### config.mk
export PLATFORM = sky130hd
export DESIGN_NAME = job_slot_table_unit
export DESIGN_NICKNAME = d
export VERILOG_FILES = /design/src/sv/jst_pkg.sv /design/src/sv/jst_match_unit.sv /design/src/sv/job_slot_table_unit.sv
export SDC_FILE = /design/constraint.sdc
export NUM_CORES = 1
export LEC_CHECK = 0
export BUFFER_PORTS_ARGS = -buffer_cell sky130_fd_sc_hd__buf_2
export CAP_MARGIN = 20
export CORE_UTILIZATION = 49
export CTS_BUF_LIST = sky130_fd_sc_hd__clkbuf_16
export CTS_CLUSTER_SIZE = 24
export DETAILED_ROUTE_END_ITERATION = 10
export GPL_ROUTABILITY_DRIVEN = 0
export MAX_ROUTING_LAYER = met4
export PLACE_DENSITY = 0.73
export SLEW_MARGIN = 10
export SYNTH_ARGS = -nofsm -noshare
export SYNTH_HDL_FRONTEND = slang
export SYNTH_SLANG_ARGS = --single-unit
export TNS_END_PERCENT = 1
### constraint.sdc
create_clock -name clk -period 6.2 [get_ports clk]
set_clock_uncertainty 0.1 [all_clocks]
set_input_delay 0.31 -clock clk [delete_from_list [all_inputs] [get_ports clk]]
set_output_delay 0.31 -clock clk [all_outputs]
set_load 0.005 [all_outputs]
### src/sv/jst_pkg.sv
`timescale 1ns / 1ps
// ----------------------------------------------------------------------------
// jst_pkg
// Shared widths, codes and the slot entry type for the job slot table.
// ----------------------------------------------------------------------------
package jst_pkg;

    localparam int SLOT_COUNT = 16;
    localparam int IDX_W      = $clog2(SLOT_COUNT);
    localparam int PID_W      = 22;
    localparam int JID_W      = 5;
    localparam int RS_W       = 2;
    localparam int CMD_W      = 3;
    localparam int STATUS_W   = 2;

    // command codes
    localparam logic [CMD_W-1:0] CMD_ADD      = 3'd0;
    localparam logic [CMD_W-1:0] CMD_DELETE   = 3'd1;
    localparam logic [CMD_W-1:0] CMD_FIND_PID = 3'd2;
    localparam logic [CMD_W-1:0] CMD_FIND_JID = 3'd3;
    localparam logic [CMD_W-1:0] CMD_FIND_FG  = 3'd4;

    // status codes
    localparam logic [STATUS_W-1:0] STATUS_OK       = 2'd0;
    localparam logic [STATUS_W-1:0] STATUS_INVALID  = 2'd1;
    localparam logic [STATUS_W-1:0] STATUS_FULL     = 2'd2;
    localparam logic [STATUS_W-1:0] STATUS_NOTFOUND = 2'd3;

    // run state codes
    localparam logic [RS_W-1:0] RS_FOREGROUND = 2'd1;

    typedef struct packed {
        logic [PID_W-1:0] pid;
        logic [JID_W-1:0] jid;
        logic [RS_W-1:0]  run_state;
    } slot_entry_t;

endpackage

### src/sv/jst_match_unit.sv
`timescale 1ns / 1ps
// ----------------------------------------------------------------------------
// jst_match_unit
// Shared compare unit: tests one slot entry against the key of the command.
// ----------------------------------------------------------------------------
module jst_match_unit
(
    input  logic [jst_pkg::CMD_W-1:0] cmd,
    input  logic [jst_pkg::PID_W-1:0] proc_id,
    input  logic [jst_pkg::JID_W-1:0] job_key,
    input  jst_pkg::slot_entry_t      entry,
    output logic                      hit
);

    // select the field and key to compare by command
    always_comb
    begin
        unique case (cmd)
            jst_pkg::CMD_ADD:
                hit = (entry.pid == '0);
            jst_pkg::CMD_DELETE,
            jst_pkg::CMD_FIND_PID:
                hit = (entry.pid == proc_id);
            jst_pkg::CMD_FIND_JID:
                hit = (entry.jid == job_key);
            jst_pkg::CMD_FIND_FG:
                hit = (entry.run_state == jst_pkg::RS_FOREGROUND);
            default:
                hit = 1'b0;
        endcase
    end

endmodule

### src/sv/job_slot_table_unit.sv
`timescale 1ns / 1ps
// ----------------------------------------------------------------------------
// job_slot_table_unit
// Table of job slots (pid, job id, run state) driven by one command stream.
// ----------------------------------------------------------------------------
// Usage:
//   Commands enter on the s_ channel (add, delete, find by pid, find by job
//   id, find foreground); each gives exactly one result on the m_ channel.
//   After a command transaction the sequencer walks all SLOT_COUNT slots, one
//   slot a cycle, through a single shared compare unit, then in its finish
//   state writes the table and loads the result register. A zero key or
//   unused command skips the walk and goes straight to the finish state.
//   s_tready is high only while the sequencer is idle, so a new command is
//   accepted only after the previous one has left the finish state.
//   The result sits in an output register, so a new command is accepted while
//   an earlier result still waits; if the receiver stalls, the next command
//   holds in its final cycle until the result register frees up.
//   Reset clears all slots (pid 0, free), sets the next job id to 1 and
//   drops m_tvalid.
// ----------------------------------------------------------------------------
module job_slot_table_unit
(
    input  logic        clk,
    input  logic        rst_n,
    // cmd[2:0], proc_id[24:3], job_key[29:25], run_state[31:30]
    input  logic        s_tvalid,
    output logic        s_tready,
    input  logic [31:0] s_tdata,
    // status[1:0], found_pid[23:2], found_jid[28:24], found_state[30:29],
    // zero pad[31]
    output logic        m_tvalid,
    input  logic        m_tready,
    output logic [31:0] m_tdata
);

    localparam logic [1:0] SEQ_IDLE   = 2'd0;
    localparam logic [1:0] SEQ_SCAN   = 2'd1;
    localparam logic [1:0] SEQ_FINISH = 2'd2;

    localparam logic [jst_pkg::IDX_W-1:0] LAST_IDX =
        jst_pkg::IDX_W'(jst_pkg::SLOT_COUNT - 1);
    localparam int JID_MAX = (1 << jst_pkg::JID_W) - 1;

    // slot table
    logic [jst_pkg::PID_W-1:0] slot_pid_reg   [jst_pkg::SLOT_COUNT];
    logic [jst_pkg::JID_W-1:0] slot_jid_reg   [jst_pkg::SLOT_COUNT];
    logic [jst_pkg::RS_W-1:0]  slot_state_reg [jst_pkg::SLOT_COUNT];
    logic [jst_pkg::JID_W-1:0] next_jid_reg;

    // sequencer and command registers
    logic [1:0]                   seq_reg;
    logic [jst_pkg::IDX_W-1:0]    scan_idx_reg;
    logic [jst_pkg::CMD_W-1:0]    cmd_reg;
    logic [jst_pkg::PID_W-1:0]    pid_reg;
    logic [jst_pkg::JID_W-1:0]    key_reg;
    logic [jst_pkg::RS_W-1:0]     rs_reg;
    logic                         invalid_reg;
    logic                         found_reg;
    logic [jst_pkg::IDX_W-1:0]    hit_idx_reg;
    jst_pkg::slot_entry_t         hit_entry_reg;
    logic [jst_pkg::JID_W-1:0]    max_jid_reg;

    // output register
    logic                          out_valid_reg;
    logic [jst_pkg::STATUS_W-1:0]  out_status_reg;
    jst_pkg::slot_entry_t          out_entry_reg;

    // input field split
    logic [jst_pkg::CMD_W-1:0] in_cmd;
    logic [jst_pkg::PID_W-1:0] in_pid;
    logic [jst_pkg::JID_W-1:0] in_key;
    logic [jst_pkg::RS_W-1:0]  in_rs;
    logic                      in_invalid;
    logic                      s_fire;

    assign in_cmd = s_tdata[2:0];
    assign in_pid = s_tdata[24:3];
    assign in_key = s_tdata[29:25];
    assign in_rs  = s_tdata[31:30];

    // zero keys and unused commands are rejected without a walk
    always_comb
    begin
        unique case (in_cmd)
            jst_pkg::CMD_ADD,
            jst_pkg::CMD_DELETE,
            jst_pkg::CMD_FIND_PID:
                in_invalid = (in_pid == '0);
            jst_pkg::CMD_FIND_JID:
                in_invalid = (in_key == '0);
            jst_pkg::CMD_FIND_FG:
                in_invalid = 1'b0;
            default:
                in_invalid = 1'b1;
        endcase
    end

    assign s_tready = (seq_reg == SEQ_IDLE);
    assign s_fire   = s_tvalid && s_tready;

    // slot under the scan pointer and the shared compare
    jst_pkg::slot_entry_t scan_entry;
    logic                 scan_hit;
    logic                 first_hit;

    assign scan_entry.pid       = slot_pid_reg[scan_idx_reg];
    assign scan_entry.jid       = slot_jid_reg[scan_idx_reg];
    assign scan_entry.run_state = slot_state_reg[scan_idx_reg];

    jst_match_unit u_match
    (
        .cmd     (cmd_reg),
        .proc_id (pid_reg),
        .job_key (key_reg),
        .entry   (scan_entry),
        .hit     (scan_hit)
    );

    assign first_hit = scan_hit && !found_reg;

    // result and table update in the finish cycle
    logic                          finish_fire;
    logic [jst_pkg::STATUS_W-1:0]  status_next;
    jst_pkg::slot_entry_t          entry_next;
    logic [6:0]                    add_sum;
    logic [jst_pkg::JID_W:0]       del_sum;
    logic [jst_pkg::JID_W-1:0]     add_jid_next;
    logic [jst_pkg::JID_W-1:0]     del_jid_next;

    assign finish_fire = (seq_reg == SEQ_FINISH) && (!out_valid_reg || m_tready);

    assign add_sum = {2'b00, next_jid_reg} + 7'd1;
    assign add_jid_next = ((add_sum > 7'(jst_pkg::SLOT_COUNT)) || (add_sum > 7'(JID_MAX)))
                          ? jst_pkg::JID_W'(1) : add_sum[jst_pkg::JID_W-1:0];
    assign del_sum = {1'b0, max_jid_reg} + (jst_pkg::JID_W+1)'(1);
    assign del_jid_next = (del_sum > (jst_pkg::JID_W+1)'(JID_MAX))
                          ? jst_pkg::JID_W'(1) : del_sum[jst_pkg::JID_W-1:0];

    always_comb
    begin
        entry_next = '0;
        priority if (invalid_reg)
        begin
            status_next = jst_pkg::STATUS_INVALID;
        end
        else if (found_reg)
        begin
            status_next = jst_pkg::STATUS_OK;
            if (cmd_reg == jst_pkg::CMD_ADD)
            begin
                entry_next.pid       = pid_reg;
                entry_next.jid       = next_jid_reg;
                entry_next.run_state = rs_reg;
            end
            else
            begin
                entry_next = hit_entry_reg;
            end
        end
        else if (cmd_reg == jst_pkg::CMD_ADD)
        begin
            status_next = jst_pkg::STATUS_FULL;
        end
        else
        begin
            status_next = jst_pkg::STATUS_NOTFOUND;
        end
    end

    // sequencer
    always_ff @(posedge clk or negedge rst_n)
    begin
        if (!rst_n)
        begin
            seq_reg      <= SEQ_IDLE;
            scan_idx_reg <= '0;
            found_reg    <= 1'b0;
            invalid_reg  <= 1'b0;
        end
        else
        begin
            unique case (seq_reg)
                SEQ_IDLE:
                begin
                    if (s_fire)
                    begin
                        invalid_reg  <= in_invalid;
                        found_reg    <= 1'b0;
                        scan_idx_reg <= '0;
                        seq_reg      <= in_invalid ? SEQ_FINISH : SEQ_SCAN;
                    end
                end
                SEQ_SCAN:
                begin
                    if (first_hit)
                    begin
                        found_reg <= 1'b1;
                    end
                    if (scan_idx_reg == LAST_IDX)
                    begin
                        seq_reg <= SEQ_FINISH;
                    end
                    else
                    begin
                        scan_idx_reg <= scan_idx_reg + jst_pkg::IDX_W'(1);
                    end
                end
                SEQ_FINISH:
                begin
                    if (finish_fire)
                    begin
                        seq_reg <= SEQ_IDLE;
                    end
                end
                default:
                begin
                    seq_reg <= SEQ_IDLE;
                end
            endcase
        end
    end

    // command capture and scan datapath
    always_ff @(posedge clk)
    begin
        if (s_fire)
        begin
            cmd_reg     <= in_cmd;
            pid_reg     <= in_pid;
            key_reg     <= in_key;
            rs_reg      <= in_rs;
            max_jid_reg <= '0;
        end
        else if (seq_reg == SEQ_SCAN)
        begin
            if (first_hit)
            begin
                hit_idx_reg   <= scan_idx_reg;
                hit_entry_reg <= scan_entry;
            end
            // largest job id, leaving out the slot a delete will clear
            else if (scan_entry.jid > max_jid_reg)
            begin
                max_jid_reg <= scan_entry.jid;
            end
        end
    end

    // slot table and next job id
    always_ff @(posedge clk or negedge rst_n)
    begin
        if (!rst_n)
        begin
            for (int i = 0; i < jst_pkg::SLOT_COUNT; i++)
            begin
                slot_pid_reg[i]   <= '0;
                slot_jid_reg[i]   <= '0;
                slot_state_reg[i] <= '0;
            end
            next_jid_reg <= jst_pkg::JID_W'(1);
        end
        else if (finish_fire && !invalid_reg && found_reg)
        begin
            if (cmd_reg == jst_pkg::CMD_ADD)
            begin
                slot_pid_reg[hit_idx_reg]   <= pid_reg;
                slot_jid_reg[hit_idx_reg]   <= next_jid_reg;
                slot_state_reg[hit_idx_reg] <= rs_reg;
                next_jid_reg                <= add_jid_next;
            end
            else if (cmd_reg == jst_pkg::CMD_DELETE)
            begin
                slot_pid_reg[hit_idx_reg]   <= '0;
                slot_jid_reg[hit_idx_reg]   <= '0;
                slot_state_reg[hit_idx_reg] <= '0;
                next_jid_reg                <= del_jid_next;
            end
        end
    end

    // output register
    always_ff @(posedge clk or negedge rst_n)
    begin
        if (!rst_n)
        begin
            out_valid_reg <= 1'b0;
        end
        else if (finish_fire)
        begin
            out_valid_reg <= 1'b1;
        end
        else if (m_tready)
        begin
            out_valid_reg <= 1'b0;
        end
    end

    always_ff @(posedge clk)
    begin
        if (finish_fire)
        begin
            out_status_reg <= status_next;
            out_entry_reg  <= entry_next;
        end
    end

    assign m_tvalid = out_valid_reg;
    assign m_tdata  = {1'b0, out_entry_reg.run_state, out_entry_reg.jid,
                       out_entry_reg.pid, out_status_reg};

endmodule
# --- Word level (Yosys, flattened, before mapping) ---
# Index checks and enable logic that the tools add are counted.
classes:
  add_sub_neg: 3
  order_cmp: 7
  n_eq_ne: 19
  mux: 46
  bitwise_logic: 11
  reduce_logical: 31
ops:
  columns: ["operator", "count"]
  rows:
  - ["$mux 352", 2]
  - ["$and 352x352->352", 1]
  - ["$bwmux 352", 1]
  - ["$not 352->352", 1]
  - ["$mux 80", 2]
  - ["$bmux 22 s4", 1]
  - ["$demux 22 s4", 1]
  - ["$and 80x80->80", 1]
  - ["$bwmux 80", 1]
  - ["$not 80->80", 1]
  - ["$mux 22", 3]
  - ["$mux 32", 2]
  - ["$logic_not 22->1", 2]
  - ["$mux 5", 7]
  - ["$and 32x32->32", 1]
  - ["$bwmux 32", 1]
  - ["$not 32->32", 1]
  - ["$mux 29", 1]
  - ["$eq 22x22->1", 1]
  - ["$bmux 5 s4", 1]
  - ["$demux 5 s4", 1]
  - ["$gt 6x5->1 const B", 3]
  - ["$reduce_and 3->1", 5]
  - ["$mux 2", 7]
  - ["other kinds (35)", 69]
totals:
  regBits: 579
  inputBits: 36
  output_inout_bits: 34
  word_cells: 185

# --- Depth between registers and ports, before layout ---
logic_depth:
  ltp_word: 9
  depth_mapped: 18

# --- Hierarchy ---
# A second synthesis with hierarchy kept.
hier_totals:
  hier_cells: 2138
  area_unflattened_um2: 24881.4
by_module_without_submodules:
  columns: ["mod", "n_inst", "cells_per_inst", "area_each_um2"]
  rows:
  - ["job_slot_table_unit", 1, 2087, 24493.5]
  - ["jst_match_unit", 1, 51, 387.9]

# --- Least setup slack after synthesis ---
# Ideal clock, no wire load.
synth_timing:
  kind: "flip-flop to flip-flop"
  start: "register scan_idx_reg[1] (netlist name)"
  end: "register hit_entry_reg[0] (netlist name), enable pin"
  arrival_ps: 3970
  required_ps: 5675
  slack_ps: 1705
  stages_incl_launch_ff: 11
  cell_sequence: "dfrtp_1 buf_6 mux4_2 mux2_2 and2_0 a2111o_1 o22ai_1 o2111ai_1 a2111oi_2 a22oi_2 nor2_1"
synth_between:
  elab_chain_len: 8
  word_cells_on_any_way: 17
synth_lines:
  columns: ["item", "line_no", "rtl"]
  rows:
  - ["from (decl)", "job_slot_table_unit.sv:52", "logic [jst_pkg::IDX_W-1:0] scan_idx_reg;"]
  - ["from (signal assigned)", "job_slot_table_unit.sv:205", "scan_idx_reg <= scan_idx_reg + jst_pkg::IDX_W'(1);"]
  - ["$not 4->5 (not written as such) (*)", "job_slot_table_unit.sv:106, job_slot_table_unit.sv:107, job_slot_table_unit.sv:108", null]
  - ["$bmux 22 s4, or another cell as far along", "job_slot_table_unit.sv:106", "assign scan_entry.pid = slot_pid_reg[scan_idx_reg];"]
  - ["$mux 22 (not written as such), or another cell as far along (2 in series)", "job_slot_table_unit.sv:106", null]
  - ["$eq 22x22->1, or another cell as far along", "jst_match_unit.sv:23", "hit = (entry.pid == proc_id);"]
  - ["$pmux 1 s4 (*)", "jst_match_unit.sv:18", "unique case (cmd)"]
  - ["$logic_and 1x1->1 (*)", "job_slot_table_unit.sv:119", "assign first_hit = scan_hit && !found_reg;"]
  - ["$reduce_and 3->1 (no source line) (*)", null, null]
  - ["to (signal assigned)", "job_slot_table_unit.sv:239", "hit_entry_reg <= scan_entry;"]
  - ["to (decl)", "job_slot_table_unit.sv:60", "jst_pkg::slot_entry_t hit_entry_reg;"]
# Mark *: on every way between the ends. The rest lies on a longest branch, timed or not. The select of a mux whose other input is x is not followed.
# A chain may end at the register's enable or synchronous reset.

# --- Worst setup path after layout ---
layout_timing:
  start: "register scan_idx_reg[2] (netlist name)"
  end: "register hit_entry_reg[10] (netlist name), enable pin"
# Same word-level chain as after synthesis.

==> results by group <==
Status
  • Status: finished, final reports clean

Clocking
  • CTS buffer count: between 50 and 60
  • Post-CTS Setup Bufs: 0
  • Clock Tree Buf Depth: 3
  • CTS HTree Levels: 2
  • Clk Latency, worst-skew pair: around 0.63 ns
  • Clock slew seen by the registers of the worst setup and hold paths: around 0.060 ns
  • Root Buffer: clkbuf_16
  • CTS tree: yes
  • Num Clock Sinks: 579

Timing
  • Setup violators final: 0
  • Slew at the pin closest to its max-slew limit: 1.23 ns
  • Minimum clock period: ~5 ns
  • Final period utilization: 0.818
  • F_max: 197 MHz
  • Slew HR: 0.177
  • Setup TNS: 0 ns
  • Final Max Slew Viols: 0
  • Endpoints failing hold: 0
  • RSZ-0062 raised after global routing: false

Detailed routing
  • Drt initial violations: roughly 2200
  • Routed Antenna Nets: 0
  • DRC: 0
  • Drt first pass iters: 10
  • WL final: about 73000 um
  • Via density: 6.09
  • Vias: about 19000
  • WL/cell: 23.2 um

Final layout
  • FF/Latch Area: ~15000 um^2
  • Final Instance Area: between 20000 and 30000 um^2
  • Max FFs per register: approximately 350
  • Final nets: between 2000 and 2500
  • Fillers: 4307
  • Share of post-route cells with drive strength above 1: 0.118
  • ANT cells: 0
  • Area Growth Syn to Fin: 11.3%
  • Area of the multi-input gates: between 10000 and 15000 um^2

Power and ir drop
  • Power per cell area: between 300 and 400 nW/um^2
  • Worst VDD drop: between 200 and 250 uV
  • Pleak: roughly 12 nW

Worst setup path
  • Crit path DAT: around 5.2 ns
  • Critical path launch point type: flop
  • WS Path Type: flop to flop
  • CP Max Fanout: 46
  • CP Data Required Time: approximately 6.4 ns
  • Worst Setup End Kind: flop

Global routing
  • GRT Total Usage: 0.286
  • Initial antenna violation count: 0
  • Vias in the first global route: 19186
  • Pin count of the biggest net entering global routing: 144
  • GR Overflow Total: 0
  • First-pass GRT wire length: 113000 um

Floorplanning
  • I/O pins: 70
  • DIE AREA: about 54000 um^2
  • Row count: 83
  • Core Footprint: roughly 52000 um^2
  • Starting Density: 0.500
  • Die Y: roughly 230 um
  • Die width: approximately 230 um

Synth
  • Area share of the largest cell type after synthesis: 0.461
  • Synth Flop Type: dfrtp_1
  • Distinct cells, synth: 69
  • Synth top cells by count: 585 x nand2_1, 492 x o21ai_0, 477 x dfrtp_1
  • Syn_nets: about 2500
  • Xor and xnor area share after synthesis: 0.0112
  • Synth Area in Compound Gates: 0.142
  • Simple-gate share of the synthesized area: 0.109
  • Syn avg cell area: about 11 um^2
  • Synth Register Bits: approximately 580
  • Synth Area in Adders: 0.00435
  • Ys Warns: 0
  • Syn Inst Count: about 2400
  • Top cells by area, synth: dfrtp_1 46%, edfxtp_1 11%, o21ai_0 9.5%
  • Seq/Total Area, Yosys: 0.578
  • Number of flops mapped to enable cells by yosys: 96
  • Post-Syn Area: ~26000 um^2
  • Most frequent cell after synthesis: nand2_1
  • Post-synthesis async set-or-reset flop share: 0.826
  • Largest family of logic cells by synthesized area: compound AO/OA/AOI/OAI gates
  • Multiplexer area fraction after synthesis: 0.119
  • Cell taking the most area after synthesis: dfrtp_1

Placement
  • DP Area: ~27000 um^2
  • Port buffer count: 68
  • DPL Wire Length: between 40000 and 50000 um

Min path
  • Worst hold path class: primary input to async pin

Job
  • MaxCap Viol Count: 0
==> per-stage QoR <==
step	hold WS, ns	power (mW)	util	setup WS [ns]	cells
floorplan	-0.0856	5.52	-	1.70	2418
global placement	0.354	6.08	0.515	1.35	3014
detailed placement	0.365	6.12	0.515	1.33	3014
CTS	0.284	9.46	0.556	1.31	3157
global route	0.306	9.80	0.557	0.973	3160
finish	0.288	9.48	0.557	1.13	3160
==> cell families after synthesis <==
family                   after synthesis
adder cells (fa/ha/maj)                9
flip-flops                           579
AND/OR/NAND/NOR                      703
other                                  1
AO/OA/AOI/OAI                        664
buffers and inverters                215
multiplexers                         214
XOR/XNOR                              33
==> worst max-delay path, cell delays in order (launching register included) <==
cell and delay (ns):
dfrtp_4 0.94, buf_4 0.48, mux4_1 0.35, mux2i_1 0.47
o22ai_1 0.17, a2111o_1 0.37, o22ai_1 0.17, o2111ai_1 0.16
a2111oi_2 0.46, a22oi_2 0.20, nor2_4 0.30, buf_4 0.48
==> final cells by class <==
class                   instances  area share
inverters                      27     0.00352
flip-flops and latches        579       0.519
clock inverters                48      0.0101
clock buffers                  60      0.0521
repair buffers                142      0.0364
multi-input cells            1624       0.349
well taps                     680      0.0295
==> final timing paths <==
check	startpoint	endpoint	slack [ns]	cells after the start
min in group clk	s_tdata[30]	rs_reg[0]$_DFFE_PP_	0.31	2
worst max register to register	scan_idx_reg[2]$_DFFE_PN0P_	hit_entry_reg[10]$_DFFE_PP_	1.13	11
worst min register to register	slot_pid_reg[228]$_DFFE_PN0P_	slot_pid_reg[228]$_DFFE_PN0P_	0.38	2
worst max-delay path	scan_idx_reg[2]$_DFFE_PN0P_	hit_entry_reg[10]$_DFFE_PP_	1.13	11
worst min-delay path	rst_n	slot_state_reg[0]$_DFFE_PN0P_	0.29	2
max in group asynchronous	rst_n	slot_pid_reg[209]$_DFFE_PN0P_	4.15	3
==> metal layers <==
layer  share of wire  GRT usage  vias up
met5               0          -        -
met4           0.043      0.117        0
met3           0.090     0.0532      214
met2            0.46      0.438      927
met1            0.40      0.377     9590
li1                -          -     8516
==> report_power, final <==
group / switching, mW / leakage, nW / internal (mW) / total [mW]
sequential: 0.256 / 7.57 / 4.06 / 4.32
combinational: 1.15 / 3.60 / 0.668 / 1.81
clock: 1.48 / 0.968 / 1.86 / 3.34
==> repair_timing <==
| action | in CTS | in global routing |
|---|---|---|
| hold buffers | 35 | 0 |
| endpoints found under the hold margin | 148 | 0 |
| gates resized for setup | 0 | 0 |
| endpoints found under the setup margin | 0 | 0 |
==> cells in the final DEF (no fill, tap or decap), types with 31 or more instances in the layout <==
cell and n:
buf_2 67, clkbuf_16 60, dlygate4sd3_1 35, a22oi_1 47, a21oi_1 54, edfxtp_1 96
buf_4 34, mux2i_1 124, o21ai_0 492, nand2_1 573, inv_1 46, dfrtp_1 474
mux4_2 56, nor2_1 31
(Power assumes the default switching activity.)
